`src/hw/rtl/zvfa_pkg.sv`:
```
`timescale 1ns / 1ps
`default_nettype none

package zvfa_pkg;

    // default sizes
    localparam int ZONES_DEF     = 1024;
    localparam int MATERIALS_DEF = 64;

    // field widths
    localparam int ACC_W           = 40;
    localparam int VOL_W           = 24;
    localparam int ZONE_IDX_W      = 10;
    localparam int MAT_IDX_W       = 6;
    localparam int MASK_W          = 64;
    localparam int FRAC_W          = 17;
    localparam int ZONE_ADDR_MAX_W = 16;

    // one quotient bit per divider step
    localparam int QUO_STEPS = 17;

    localparam logic [FRAC_W-1:0] FRAC_ONE = FRAC_W'(65536);

    typedef enum logic [1:0] {
        OP_ACCUMULATE = 2'd0,
        OP_QUERY      = 2'd1,
        OP_CLEAR      = 2'd2
    } op_t;

    typedef enum logic [1:0] {
        DIV_IDLE,
        DIV_RUN,
        DIV_DONE
    } div_state_t;

    typedef struct packed {
        logic [ACC_W-1:0] total;
        logic [ACC_W-1:0] selected;
    } acc_pair_t;

    typedef struct packed {
        logic                       valid;
        op_t                        op;
        logic                       in_range;
        logic                       selected;
        logic [ZONE_ADDR_MAX_W-1:0] zone;
        logic [VOL_W-1:0]           volume;
    } store_req_t;

    typedef struct packed {
        logic init_done;
        logic query_pending;
    } store_status_t;

    typedef struct packed {
        logic      valid;
        logic      empty;
        acc_pair_t acc;
    } query_rsp_t;

    typedef struct packed {
        logic              valid;
        logic              empty;
        logic [FRAC_W-1:0] frac;
    } div_result_t;

    // saturating accumulate
    function automatic logic [ACC_W-1:0] sat_add(input logic [ACC_W-1:0] acc,
                                                 input logic [VOL_W-1:0] vol);
        logic [ACC_W:0] sum;
        sum = {1'b0, acc} + {{(ACC_W + 1 - VOL_W){1'b0}}, vol};
        return sum[ACC_W] ? {ACC_W{1'b1}} : sum[ACC_W-1:0];
    endfunction

endpackage

`default_nettype wire

```
`src/hw/rtl/zvfa_divider.sv`:
```
`timescale 1ns / 1ps
`default_nettype none

module zvfa_divider (
    input  wire logic                aclk,
    input  wire logic                aresetn,
    input  wire zvfa_pkg::query_rsp_t rsp,
    input  wire logic                take,
    output zvfa_pkg::div_result_t    result,
    output logic                     idle
);

    localparam int STEP_W = $clog2(zvfa_pkg::QUO_STEPS);
    localparam int ACC_W  = zvfa_pkg::ACC_W;
    localparam int FRAC_W = zvfa_pkg::FRAC_W;

    zvfa_pkg::div_state_t state_reg, state_next;

    logic [ACC_W-1:0]  den_reg,   den_next;
    logic [ACC_W:0]    rem_reg,   rem_next;
    logic [FRAC_W-1:0] quo_reg,   quo_next;
    logic [STEP_W-1:0] step_reg,  step_next;
    logic              empty_reg, empty_next;

    logic [ACC_W:0]    shifted;
    logic              ge;

    always_ff @(posedge aclk) begin
        if (!aresetn) begin
            state_reg <= zvfa_pkg::DIV_IDLE;
        end else begin
            state_reg <= state_next;
        end
    end

    always_ff @(posedge aclk) begin
        den_reg   <= den_next;
        rem_reg   <= rem_next;
        quo_reg   <= quo_next;
        step_reg  <= step_next;
        empty_reg <= empty_next;
    end

    // restoring division, first step compares the unshifted remainder
    assign shifted = (step_reg == '0) ? rem_reg : {rem_reg[ACC_W-1:0], 1'b0};
    assign ge      = shifted >= {1'b0, den_reg};

    always_comb begin
        state_next = state_reg;
        den_next   = den_reg;
        rem_next   = rem_reg;
        quo_next   = quo_reg;
        step_next  = step_reg;
        empty_next = empty_reg;
        unique case (state_reg)
            zvfa_pkg::DIV_IDLE: begin
                if (rsp.valid) begin
                    den_next   = rsp.acc.total;
                    rem_next   = {1'b0, rsp.acc.selected};
                    quo_next   = '0;
                    step_next  = '0;
                    empty_next = rsp.empty;
                    state_next = rsp.empty ? zvfa_pkg::DIV_DONE : zvfa_pkg::DIV_RUN;
                end
            end
            zvfa_pkg::DIV_RUN: begin
                rem_next  = ge ? (shifted - {1'b0, den_reg}) : shifted;
                quo_next  = {quo_reg[FRAC_W-2:0], ge};
                step_next = step_reg + STEP_W'(1);
                if (step_reg == STEP_W'(zvfa_pkg::QUO_STEPS - 1)) begin
                    state_next = zvfa_pkg::DIV_DONE;
                end
            end
            zvfa_pkg::DIV_DONE: begin
                if (take) begin
                    state_next = zvfa_pkg::DIV_IDLE;
                end
            end
            default: begin
                state_next = zvfa_pkg::DIV_IDLE;
            end
        endcase
    end

    assign result.valid = (state_reg == zvfa_pkg::DIV_DONE);
    assign result.empty = empty_reg;
    assign result.frac  = empty_reg ? '0 : quo_reg;
    assign idle         = (state_reg == zvfa_pkg::DIV_IDLE);

    a_start_only_when_idle: assert property (@(posedge aclk) disable iff (!aresetn)
        rsp.valid |-> (state_reg == zvfa_pkg::DIV_IDLE))
        else $error("query reached a busy divider");

    a_fraction_at_most_one: assert property (@(posedge aclk) disable iff (!aresetn)
        result.valid |-> (result.frac <= zvfa_pkg::FRAC_ONE))
        else $error("fraction above one");

endmodule

`default_nettype wire

```
`config.mk`:
```
export PLATFORM = sky130hd
export DESIGN_NAME = zvfa_divider
export DESIGN_NICKNAME = d
export VERILOG_FILES = /design/src/hw/rtl/zvfa_pkg.sv /design/src/hw/rtl/zvfa_divider.sv
export SDC_FILE = /design/constraint.sdc
export NUM_CORES = 1
export LEC_CHECK = 0
export ABC_AREA = 1
export CAP_MARGIN = 5
export CELL_PAD_IN_SITES_DETAIL_PLACEMENT = 0
export CELL_PAD_IN_SITES_GLOBAL_PLACEMENT = 1
export CORE_MARGIN = 2
export CORE_UTILIZATION = 42
export CTS_CLUSTER_SIZE = 40
export DETAILED_ROUTE_END_ITERATION = 10
export DONT_BUFFER_PORTS = 1
export PLACE_DENSITY = 0.85
export SETUP_SLACK_MARGIN = 0.1
export SYNTH_ARGS = -nofsm -noshare
export SYNTH_HDL_FRONTEND = slang
export SYNTH_SLANG_ARGS = --single-unit
export TNS_END_PERCENT = 20
```
`constraint.sdc`:
```
create_clock -name aclk -period 4 [get_ports aclk]
set_input_delay 0.2 -clock aclk [delete_from_list [all_inputs] [get_ports aclk]]
set_output_delay 0.2 -clock aclk [all_outputs]
set_load 0.005 [all_outputs]
```
* Word level (Yosys, flattened, before mapping) *
Index checks and enable logic that the tools add are counted.
W data, S select, Z words.

storage, ports and cells
  register bits after elaboration = 106
  output and inout bits = 20
  logic and storage cells = 35

operators by class
  $add $sub $neg = 2
  $lt $le $gt $ge = 1
  equal/unequal tests = 6
  multiplexer cells = 14
  reductions and logical operators = 6

operators by type and width
  kind                   count
  $mux W41               3
  $pmux W41 S2           1
  $ge A41 B40 Y1         1
  $sub A41 B40 Y41       1
  $mux W17               2
  $pmux W17 S2           1
  $pmux W5 S2            1
  $mux W2                4
  $ne A2 B2 Y1 const B   3
  $pmux W2 S3            1
  $add A5 B1 Y5 const B  1
  $eq A5 B5 Y1 const B   1
  $logic_not A5 Y1       1
  $mux W5                1
  $reduce_and A2 Y1      2
  $reduce_and A3 Y1      1
  $eq A2 B1 Y1 const B   1
  $eq A2 B2 Y1 const B   1
  $logic_not A2 Y1       1
  $reduce_bool A2 Y1     1

* Longest topological paths before layout *
Gate-level depths: netlist of the first run.

  depth in word-level cells = 5
  depth in mapped cells = 23
  depth with buffers taken out = 21

* Worst setup path after synthesis of the first run *
OpenSTA, ideal clock, no wires.

  kind = flip-flop to flip-flop
  from = reg state_reg[0]
  to = reg quo_reg[0], enable pin
  library setup time = 0.505 ns
  arrival = 3.457 ns
  path slack = 0.038 ns
  stages on the path, launching flop included = 3
  buffers on the path = 0
  clock period less this slack = 3.962 ns
  path through = dfxtp_1 > inv_1 > a21oi_1

on the way
  longest elaborated chain between the ends = 3
  elaborated cells between the ends (all ways) = 5

RTL lines
  element                                                              line                RTL
  start, declared                                                      zvfa_divider.sv:17  zvfa_pkg::div_state_t state_reg, state_next;
  start signal, assigned                                               zvfa_divider.sv:30  state_reg <= zvfa_pkg::DIV_IDLE;
  start signal, assigned                                               zvfa_divider.sv:32  state_reg <= state_next;
  $eq A2 B1 Y1 / $logic_not A2 Y1 (equally long branches)              zvfa_divider.sv:55  unique case (state_reg)
  $reduce_bool A2 Y1 (no line) / $ne A2 B2 Y1 (equally long branches)  n/a
  $reduce_and A2 Y1 (no line) (*)                                      n/a
  end signal, assigned                                                 zvfa_divider.sv:39  quo_reg <= quo_next;
  end, declared                                                        zvfa_divider.sv:21  logic [FRAC_W-1:0] quo_reg, quo_next;

Every way passes the cells marked *; elsewhere a longest branch is shown, timed or not.
A chain may end at the register's enable or synchronous reset.

* Final worst setup path of the first run *
  from = reg step_reg[0]
  to = reg rem_reg[39] (data pin)

on the way
  longest elaborated chain between the ends = 5
  elaborated cells between the ends (all ways) = 6

RTL lines
  element                                                    line                                    RTL
  start, declared                                            zvfa_divider.sv:22                      logic [STEP_W-1:0] step_reg, step_next;
  start signal, assigned                                     zvfa_divider.sv:40                      step_reg <= step_next;
  $logic_not A5 Y1 (*)                                       zvfa_divider.sv:45                      assign shifted = (step_reg == '0) ? rem_reg : {rem_reg[ACC_W-1:0], 1'b0};
  $mux W41 (*)                                               zvfa_divider.sv:45
  $sub A41 B40 Y41 / $ge A41 B40 Y1 (equally long branches)  zvfa_divider.sv:67, zvfa_divider.sv:46
  $mux W41 (*)                                               zvfa_divider.sv:67                      rem_next = ge ? (shifted - {1'b0, den_reg}) : shifted;
  $pmux W41 S2 (*)                                           zvfa_divider.sv:55
  via rem_next[39]                                           zvfa_divider.sv:20                      logic [ACC_W:0] rem_reg, rem_next;
  end signal, assigned                                       zvfa_divider.sv:38                      rem_reg <= rem_next;
  end, declared                                              zvfa_divider.sv:20

The timed path passes the listed nets; every way through them passes the cells marked *.

==> summary by stage, run 1 <==
Setup path
The critical path goes through inv_1, ha_4, nand3_4, buf_12, o21ai_0, ha_1, a21oi_1, o21ai_0, a21oi_1, nand3_1, nand2_2, nand3_2, buf_12, nand2_2, nand2_1, nand2_1, nand2_1. Among the stages of the critical path, the cell type that occurs most often is nand2_1. The type of origin of the critical path is a flip-flop. On the worst path, the slowest cell contributes a delay of 0.45 ns. The category of the critical setup timing path is reg -> reg.

The worst setup path is captured at a flip-flop. The arrival time of data at the critical path endpoint is 3.65 ns. STA puts the critical path data required time at 4.12 ns. The maximum net fanout on the critical path is 33. The number of buffers and inverters on the critical path is 3. Among all stages on the critical path, the largest delay is contributed by edfxtp_1. The cell family with the largest share of critical-path delay is simple AND/OR/NAND/NOR gates.

Layout
The register with the most flip-flops in the layout has 41 of them. In the final layout, the share of cells above drive strength 1 is 0.0369. The final net count is 1,398. The final cell count without fillers is 1,540. The most common cell after layout, fill and taps aside is nand2_1. The library cells used most frequently in the layout, excluding fill and tap cells, are nand2_1 (410), inv_1 (234), nor2_1 (119). The area growth from synthesis to final layout is 13.8%. The count of inserted antenna diode cells is 0.

Timing
Setup violations remaining at the end of the flow were counted as 0. The total count of max-transition violations in the final report is 0. The shortest period the worst path allows is 3.53 ns.

For the pin with the worst max-slew slack, the measured transition is 1.11 ns. The post-route clock skew is 0.0208 ns. Setup total negative slack on the finished layout was measured at 0 ns. Setup repair after global routing left no endpoint under its margin. The worst slack on hold paths is 0.00406 ns. The final worst-path cycle share is 0.882. The final hold violation count is 0. The fmax is 284 MHz. The max-slew headroom at the worst pin is 0.263.

Floorplan
The die is 145 microns tall. The floorplan step defined a core boundary enclosing 19,500 sq um. For this configuration, the core starts out at a cell density of 0.429.

The die width is 145 microns. The number of top-level pins is 105. The floorplan die area is 21,100 sq um. The standard-cell row count is 51.

Pwr
The power density over the cells is 557 nW/um^2. Of the total power, the share spent switching nets is 0.461. The power share of the sequential group is 0.290. Of the total power, the clock network draws 0.184. The worst-case vdd ir drop is 0.257 mV. Of the total power, combinational logic draws 0.526. Summed over all nets, the switching power comes to 2450 uW. The static power due to leakage is 0.00478 uW. The internal power of the cells totals 2860 uW.

Route
The first TritonRoute pass finished after 5 iterations. After the first detailed-routing iteration, the DRC count stood at 695. The sum of routed wire length over all layers is 24,600 microns. The routed layout has 7,829 vias. After detailed routing, the number of remaining DRC violations is 0. After detailed routing, the average wire length per cell comes to 15.9 microns. Once detail routing completed, the nets flagged for antenna violations numbered 0.

The post-detailed-route via-to-cell ratio is 5.08.

Global routing
In the global route stage, overall resource usage came out at 0.234. The number of antenna violations at the first check in global routing is 0. The maximum number of pins on one net before global-route repair is 62. For this run the aggregate overflow at the end of global routing stands at 0. The global-route wire length before repair is 39,700 microns. The number of global-route vias before repair is 7,679.

Logic synthesis
By area the synthesized netlist is led by edfxtp_1 (37%), nand2_1 (18%), inv_1 (10%). The number of flip-flops and latches in the synthesized netlist is 106. For this run, the number of Yosys warnings is 0. The main flop type after synthesis is edfxtp_1.

The number of unique standard cell types used by synthesis is 30. The proportion of register bits with asynchronous set or reset after synthesis is 0. The share of synthesized area in the top cell type comes to 0.373. The average size of a mapped cell is 6.78 sq um. Of the synthesized area, sequential elements account for 0.378.

The number of flops mapped to enable cells by yosys is 104. The net count after synthesis is 1,363. In the synthesized netlist, the number of instances is 1,235. The summed instance area of the synthesized netlist is 8380 sq um. The biggest area contributor in the post-synthesis netlist is edfxtp_1.

Flow run
Max-cap violations in this run came to 0.

Placed design
Buffers placed on the I/O ports in this run total 0. The cell total after placement is 1,478. The placer congestion estimate is 0.965. The estimated wirelength of the detail-placed design is 18,100 microns.

CTS
The count of buffers added by post-CTS timing repair for setup is 0. The number of H-tree levels is 3. The later pin in the worst-skew pair is clocked with a latency of 0.38 ns. TritonCTS built the clock tree. The clock transition at the registers of the reported paths is 0.10 ns. The root buffer cell is clkbuf_16. The TritonCTS sink count is 106.

TritonCTS created 9 clock buffers. In this run the deepest clock path goes through 2 buffers.

Outcome
The run finished with clean final reports.

Worst hold path
The path category of the worst min-delay check is in -> reg.
-- metrics by stage --
stage | instance area, sq um | util | power, uW | worst slack, ns
after floorplan | 8380 | - | 3560 | 0.748
after global placement | 8700 | 0.445 | 4240 | 0.223
after detailed placement | 8700 | 0.445 | 4250 | 0.197
after CTS | 9470 | 0.485 | 5280 | 0.156
after global routing | 9530 | 0.488 | 5760 | 0.131
final | 9530 | 0.488 | 5310 | 0.473
-- Yosys cell counts (2+ instances only) --
library cell / count
nand2_1: 412
inv_1: 234
nor2_1: 124
edfxtp_1: 104
nand3_1: 78
o21ai_0: 58
a21oi_1: 47
ha_1: 42
nand4_1: 41
clkbuf_1: 26
xnor2_1: 23
nand3b_1: 6
a21o_1: 5
buf_4: 5
nor3_1: 5
buf_2: 3
clkinv_1: 3
o21bai_1: 3
dfxtp_1: 2
inv_2: 2
nor2_4: 2
xor2_1: 2
-- metal layers --
metal,up-vias,global-route usage,part of all wire
met5,-,0,0
met4,0,0.0539,0.015
met3,23,0.0330,0.051
met2,217,0.383,0.45
met1,3617,0.330,0.48
li1,3972,-,-
-- final timing paths --
kind | from | end | slack, ns | depth (start not counted)
max | step_reg[0]$_SDFFCE_PN0P_ | rem_reg[39]$_DFFE_PP_ | 0.47 | 17
min | rsp[14] | rem_reg[14]$_DFFE_PP_ | 0.004 | 2
max reg2reg | step_reg[0]$_SDFFCE_PN0P_ | rem_reg[39]$_DFFE_PP_ | 0.47 | 17
min reg2reg | quo_reg[14]$_SDFFCE_PN0P_ | quo_reg[15]$_SDFFCE_PN0P_ | 0.57 | 2
-- cells by family after synthesis --
family	share of synthesized area
AOI/OAI and AO/OA	0.0742
buffers and inverters	0.125
xor gates and xnor gates	0.0261
and+or+nand+nor	0.332
adders and majority gates	0.0651
DFF	0.378
-- power by group through the flow --
stage | clock network, uW | registers, uW | logic (uW)
6_report | 978 | 1540 | 2790
3_5_place_dp | 0 | 1570 | 2690
3_3_place_gp | 0 | 1560 | 2680
5_1_grt | 1030 | 1570 | 3170
4_1_cts | 1000 | 1540 | 2730
2_1_floorplan | 0 | 1540 | 2020
-- final cells by class --
type	instances	area (sq um)
flip-flops and latches	106	3160
clock buffers	9	225
multi-input cells	858	4240
inverters	239	897
fillers	2067	10000
repair buffers	56	567
clock inverters	7	101
well taps	265	332
-- repair_timing --
action,CTS,global route
hold buffers,44,0
resized for setup,0,19
endpoints found under the hold margin,45,0
setup endpoints to repair,0,42
-- worst register-to-register path: cells and delay by family (launching register included) --
kind / cells / cell delay, ns
AND/OR/NAND/NOR: 8 / 0.95
AO/OA/AOI/OAI: 4 / 0.79
adder cells (fa/ha/maj): 2 / 0.54
buffers and inverters: 3 / 0.53
flip-flops: 1 / 0.45
Power figures use the tool's default switching activity.
==> inputs of run 2 (changes only) <==
--- a/config.mk
+++ b/config.mk
@@ -5,12 +5,12 @@
 export SDC_FILE = /design/constraint.sdc
 export NUM_CORES = 1
 export LEC_CHECK = 0
-export ABC_AREA = 1
+export ABC_AREA = 0
 export CAP_MARGIN = 5
 export CELL_PAD_IN_SITES_DETAIL_PLACEMENT = 0
 export CELL_PAD_IN_SITES_GLOBAL_PLACEMENT = 1
-export CORE_MARGIN = 2
-export CORE_UTILIZATION = 42
+export CORE_MARGIN = 3
+export CORE_UTILIZATION = 45
 export CTS_CLUSTER_SIZE = 40
 export DETAILED_ROUTE_END_ITERATION = 10
 export DONT_BUFFER_PORTS = 1
@@ -19,4 +19,4 @@
 export SYNTH_ARGS = -nofsm -noshare
 export SYNTH_HDL_FRONTEND = slang
 export SYNTH_SLANG_ARGS = --single-unit
-export TNS_END_PERCENT = 20
+export TNS_END_PERCENT = 1
==> run 2 against run 1 <==
Compared with the run above: the run now ends with negative setup slack left; critical path depth decreased by 1; power down 20%; non-clock buffer count grew 75; largest cell class unchanged; clock skew down 0.014 ns.
==> summary by stage, run 2 <==
Route
The total DRC errors in the routed layout was 0 (unchanged). The total via count in the routed design came to 5,869 (was 7,829). The post-detailed-route via-to-cell ratio came to 5.45 (was 5.08).

The sum of routed wire length over all layers is 18,100 microns (was 24,600 microns). The wire length per cell after detailed routing is 16.8 microns (was 15.9 microns). The number of iterations in the first detailed-routing pass came to 4 (was 5). The initial DRC count came to 279 (was 695). The number of nets with antenna violations after routing is 0 (unchanged).

Setup path
The type of origin of the critical path is a flip-flop (unchanged). The worst reg2reg path depth is 16 (was 17). The required time at the worst-slack endpoint is 4.19 ns (was 4.12 ns). The cell seen most often among critical-path stages is buf_12 (was nand2_1). The critical path capture point type is a flip-flop (unchanged). The worst setup slack for register-to-register paths came to -0.15 ns (was 0.47 ns). The arrival time of data at the critical path endpoint was 4.34 ns (was 3.65 ns). The source of the worst register-to-register timing path is step_reg[1]$_SDFFCE_PN0P_ (was step_reg[0]$_SDFFCE_PN0P_).

The number of buffers and inverters on the critical path is 3 (unchanged). The category of the critical setup timing path was reg -> reg (unchanged). The cell family with the largest share of critical-path delay is simple AND/OR/NAND/NOR gates (unchanged). CP cell instances: inv_1, ha_1, nor4b_4, buf_12, buf_12, mux2_4, fa_2, a21o_1, a221o_1, a22oi_2, nor2b_1, o2111ai_2, nor3b_4, nor3_1, or4b_1, a21oi_1 (was inv_1, ha_4, nand3_4, buf_12, o21ai_0, ha_1, a21oi_1, o21ai_0, a21oi_1, nand3_1, nand2_2, nand3_2, buf_12, nand2_2, nand2_1, nand2_1, nand2_1). The library cell contributing the largest single delay on the critical path is or4b_1 (was edfxtp_1). The worst reg2reg path endpoint is rem_reg[40]$_SDFFCE_PN0P_ (was rem_reg[39]$_DFFE_PP_). The maximum net fanout on the critical path is 18 (was 33).

The delay contributed by the slowest stage of the critical path is 0.49 ns (was 0.45 ns).

Timing
The max-slew headroom at the worst pin came to 0.563 (was 0.263). Setup repair after global routing missed its margin: yes (was no). The setup violation total in the final timing report is 31 (was 0). The slew of the pin with the lowest slew margin is 0.656 ns (was 1.11 ns). The final hold violation count was 0 (unchanged). The total count of max-transition violations in the final report is 0 (unchanged). The fmax is 241 MHz (was 284 MHz).

The post-route clock skew is 0.00663 ns (was 0.0208 ns). The final worst-path cycle share is 1.04 (was 0.882). The setup slack of the critical path after layout was -0.148 ns (was 0.473 ns). The shortest period the worst path allows is 4.15 ns (was 3.53 ns).

Pwr
The net switching power figure is 1400 uW (was 2450 uW). The switching share of power is 0.332 (was 0.461). The part of the power in the clock network is 0.226 (was 0.184). The combinational power share is 0.438 (was 0.526). The worst-case vdd ir drop is 0.302 mV (was 0.257 mV). The internal power of the cells was 2830 uW (was 2860 uW). The power density over the cells is 453 nW/um^2 (was 557 nW/um^2). The power share of the sequential group came to 0.336 (was 0.290). The static power due to leakage is 0.00387 uW (was 0.00478 uW).

Floorplan
The initial core utilization was 0.463 (was 0.429). The vertical extent of the die is 134 microns (was 145 microns). The standard-cell row count is 46 (was 51). The placeable core area is 15,900 sq um (was 19,500 sq um). The floorplan die area is 18,000 sq um (was 21,100 sq um). The number of top-level pins is 105 (unchanged). The die width is 134 microns (was 145 microns).

CTS
The number of H-tree levels was 3 (unchanged). The TritonCTS clock tree is done (unchanged). The deepest clock path buffer count is 2 (unchanged).

The number of buffers inserted during clock tree synthesis was 9 (unchanged). The TritonCTS sink count is 106 (unchanged). The root buffer cell is clkbuf_16 (unchanged). The later-pin clock latency in the skew report is 0.36 ns (was 0.38 ns). The clock transition at the registers of the reported paths is 0.07 ns (was 0.10 ns).

Logic synthesis
The number of flip-flops and latches in the synthesized netlist is 106 (unchanged). The number of flops mapped to enable cells by yosys is 104 (unchanged). The multiplexer fraction of the synthesized cell area is 0.104 (was 0). The most repeated cell in the gate-level netlist after synthesis is edfxtp_1 (was nand2_1). The compound-gate portion of the synthesized area was 0.153 (was 0.0742). Leading cell types by count after synthesis: edfxtp_1 (104), nand2_1 (76), o21ai_0 (61) (was nand2_1 (412), inv_1 (234), nor2_1 (124)). The cell type with the highest aggregate area in the netlist is edfxtp_1 (unchanged).

The adder-cell share of the synthesized area was 0.0739 (was 0.0651). The post-synthesis share of cell area spent on and, or, nand and nor gates is 0.150 (was 0.332). The summed instance area of the synthesized netlist is 7380 sq um (was 8380 sq um). The number of unique standard cell types used by synthesis is 54 (was 30). The instance count of the mapped netlist is 753 (was 1,235).

Most area-consuming cells after synthesis: edfxtp_1 (42%), ha_1 (7.1%), mux2_2 (6.1%) (was edfxtp_1 (37%), nand2_1 (18%), inv_1 (10%)). The dominant combinational cell family by area after synthesis is compound AO/OA/AOI/OAI gates (was simple AND/OR/NAND/NOR gates). The average size of a mapped cell is 9.80 sq um (was 6.78 sq um).

The proportion of register bits with asynchronous set or reset after synthesis came to 0 (unchanged). The main flop type after synthesis is edfxtp_1 (unchanged). The net count after synthesis is 881 (was 1,363).

The sequential fraction of the synthesis area is 0.429 (was 0.378). The post-synthesis xor/xnor area fraction is 0.0415 (was 0.0261). The count of synthesis-stage warnings from yosys is 0 (unchanged).

The area share of the largest cell type after synthesis is 0.423 (was 0.373).

Layout
The final net count was 983 (was 1,398). The area growth from synthesis to final layout is 26.6% (was 13.8%). The share of post-route cells with drive strength above 1 was 0.223 (was 0.0369).

The number of flip-flops under the largest register name was 41 (unchanged). The count of inserted antenna diode cells was 0 (unchanged). The most common cell after layout, fill and taps aside is edfxtp_1 (was nand2_1). The final cell utilization of the core is 0.586 (was 0.488). Highest-count cells in the layout ignoring fill and taps: edfxtp_1 (104), buf_4 (80), nand2_1 (75) (was nand2_1 (410), inv_1 (234), nor2_1 (119)).

Global routing
The maximum number of pins on one net before global-route repair is 44 (was 62). The number of global-route vias before repair came to 6,185 (was 7,679). The number of antenna violations at the first check in global routing came to 0 (unchanged). The global-route wire length before repair is 29,900 microns (was 39,700 microns). The global routing usage summed across all routing layers is 0.204 (was 0.234).

The aggregate global routing overflow is 0 (unchanged).

Placed design
The number of input and output port buffers inserted is 0 (unchanged). The worst setup slack before clock tree synthesis was -0.247 ns (was 0.197 ns). The placer congestion estimate is 0.922 (was 0.965). The estimated wirelength of the detail-placed design is 13,300 microns (was 18,100 microns).

Worst hold path
The worst hold path cell count was 2 (unchanged). The end point of the worst hold path is rem_reg[25]$_DFFE_PP_ (was rem_reg[14]$_DFFE_PP_). The hold path startpoint is rsp[25] (was rsp[14]).

The path category of the worst min-delay check is in -> reg (unchanged).

Outcome
The final reports fail on negative setup slack. Run status: complete, but fails checks (was complete, no violations).

Flow run
The reported max-cap violation count is 0 (unchanged).
run 2: power by group through the flow:
stage / clock (uW) / sequential, uW / combinational [uW]
2_1_floorplan: 0 / 1430 / 1190
5_1_grt: 1020 / 1430 / 2040
6_report: 955 / 1420 / 1850
4_1_cts: 983 / 1420 / 1820
3_5_place_dp: 0 / 1440 / 1660
3_3_place_gp: 0 / 1440 / 1640
run 2: worst max-delay path by stage:
| stage | startpoint | end | slack [ns] | depth (start not counted) |
|---|---|---|---|---|
| 2_1_floorplan | step_reg[0]$_SDFFCE_PN0P_ | rem_reg[40]$_SDFFCE_PN0P_ | 0.05 | 14 |
| 3_3_place_gp | step_reg[0]$_SDFFCE_PN0P_ | rem_reg[32]$_DFFE_PP_ | -0.19 | 17 |
| 3_5_place_dp | step_reg[1]$_SDFFCE_PN0P_ | rem_reg[38]$_DFFE_PP_ | -0.25 | 17 |
| 4_1_cts | step_reg[1]$_SDFFCE_PN0P_ | rem_reg[40]$_SDFFCE_PN0P_ | -0.17 | 16 |
| 5_1_grt | step_reg[1]$_SDFFCE_PN0P_ | rem_reg[40]$_SDFFCE_PN0P_ | -0.41 | 16 |
| 6_report | step_reg[1]$_SDFFCE_PN0P_ | rem_reg[40]$_SDFFCE_PN0P_ | -0.15 | 16 |
run 2: repair_timing:
| action | 4_1_cts | 5_1_grt |
|---|---|---|
| gates resized for setup | 35 | 9 |
| hold buffers | 42 | 0 |
| pin swaps | 4 | 2 |
| gates cloned | 1 | 0 |
| hold endpoints to repair | 43 | 0 |
| setup endpoints to repair | 42 | 42 |
| setup buffers | 3 | 0 |
run 2: kinds of logic (layout without fill, tap and decap cells):
logic type      Yosys count  after routing
compound gates          181            181
xor+xnor                 35             35
fa+ha+maj                43             43
buf+inv                  90            197
flops                   106            106
mux                      72             72
simple gates            226            226
run 2: through the flow:
step	std cells	cell area (sq um)	setup TNS, ns	total power (uW)	hold WS [ns]
final	1076	9340	-1.44	4230	0.0334
after global routing	1076	9340	-9.92	4490	0.0252
after CTS	1075	9260	-2.14	4230	0.0183
after detailed placement	1013	8260	-5.26	3110	0.299
after global placement	1013	8260	-4.83	3080	0.299
after floorplan	753	7570	0	2620	0.299
run 2: layout make-up:
class	count	area [sq um]
timing repair buffer	131	1220
tap	216	270
clock buffer	10	229
sequential	106	3160
clock inverter	6	86.3
inverter	50	188
multi-input combinational	557	4190
fill	1404	6600
run 2: per-layer routing:
metal,wire length (microns),track usage,vias up,part of all wire
met1,7970,0.251,2803,0.44
met3,688,0.0386,22,0.038
met4,348,0.0605,0,0.019
met5,0,0,-,0
met2,9090,0.366,127,0.50
li1,-,-,2917,-
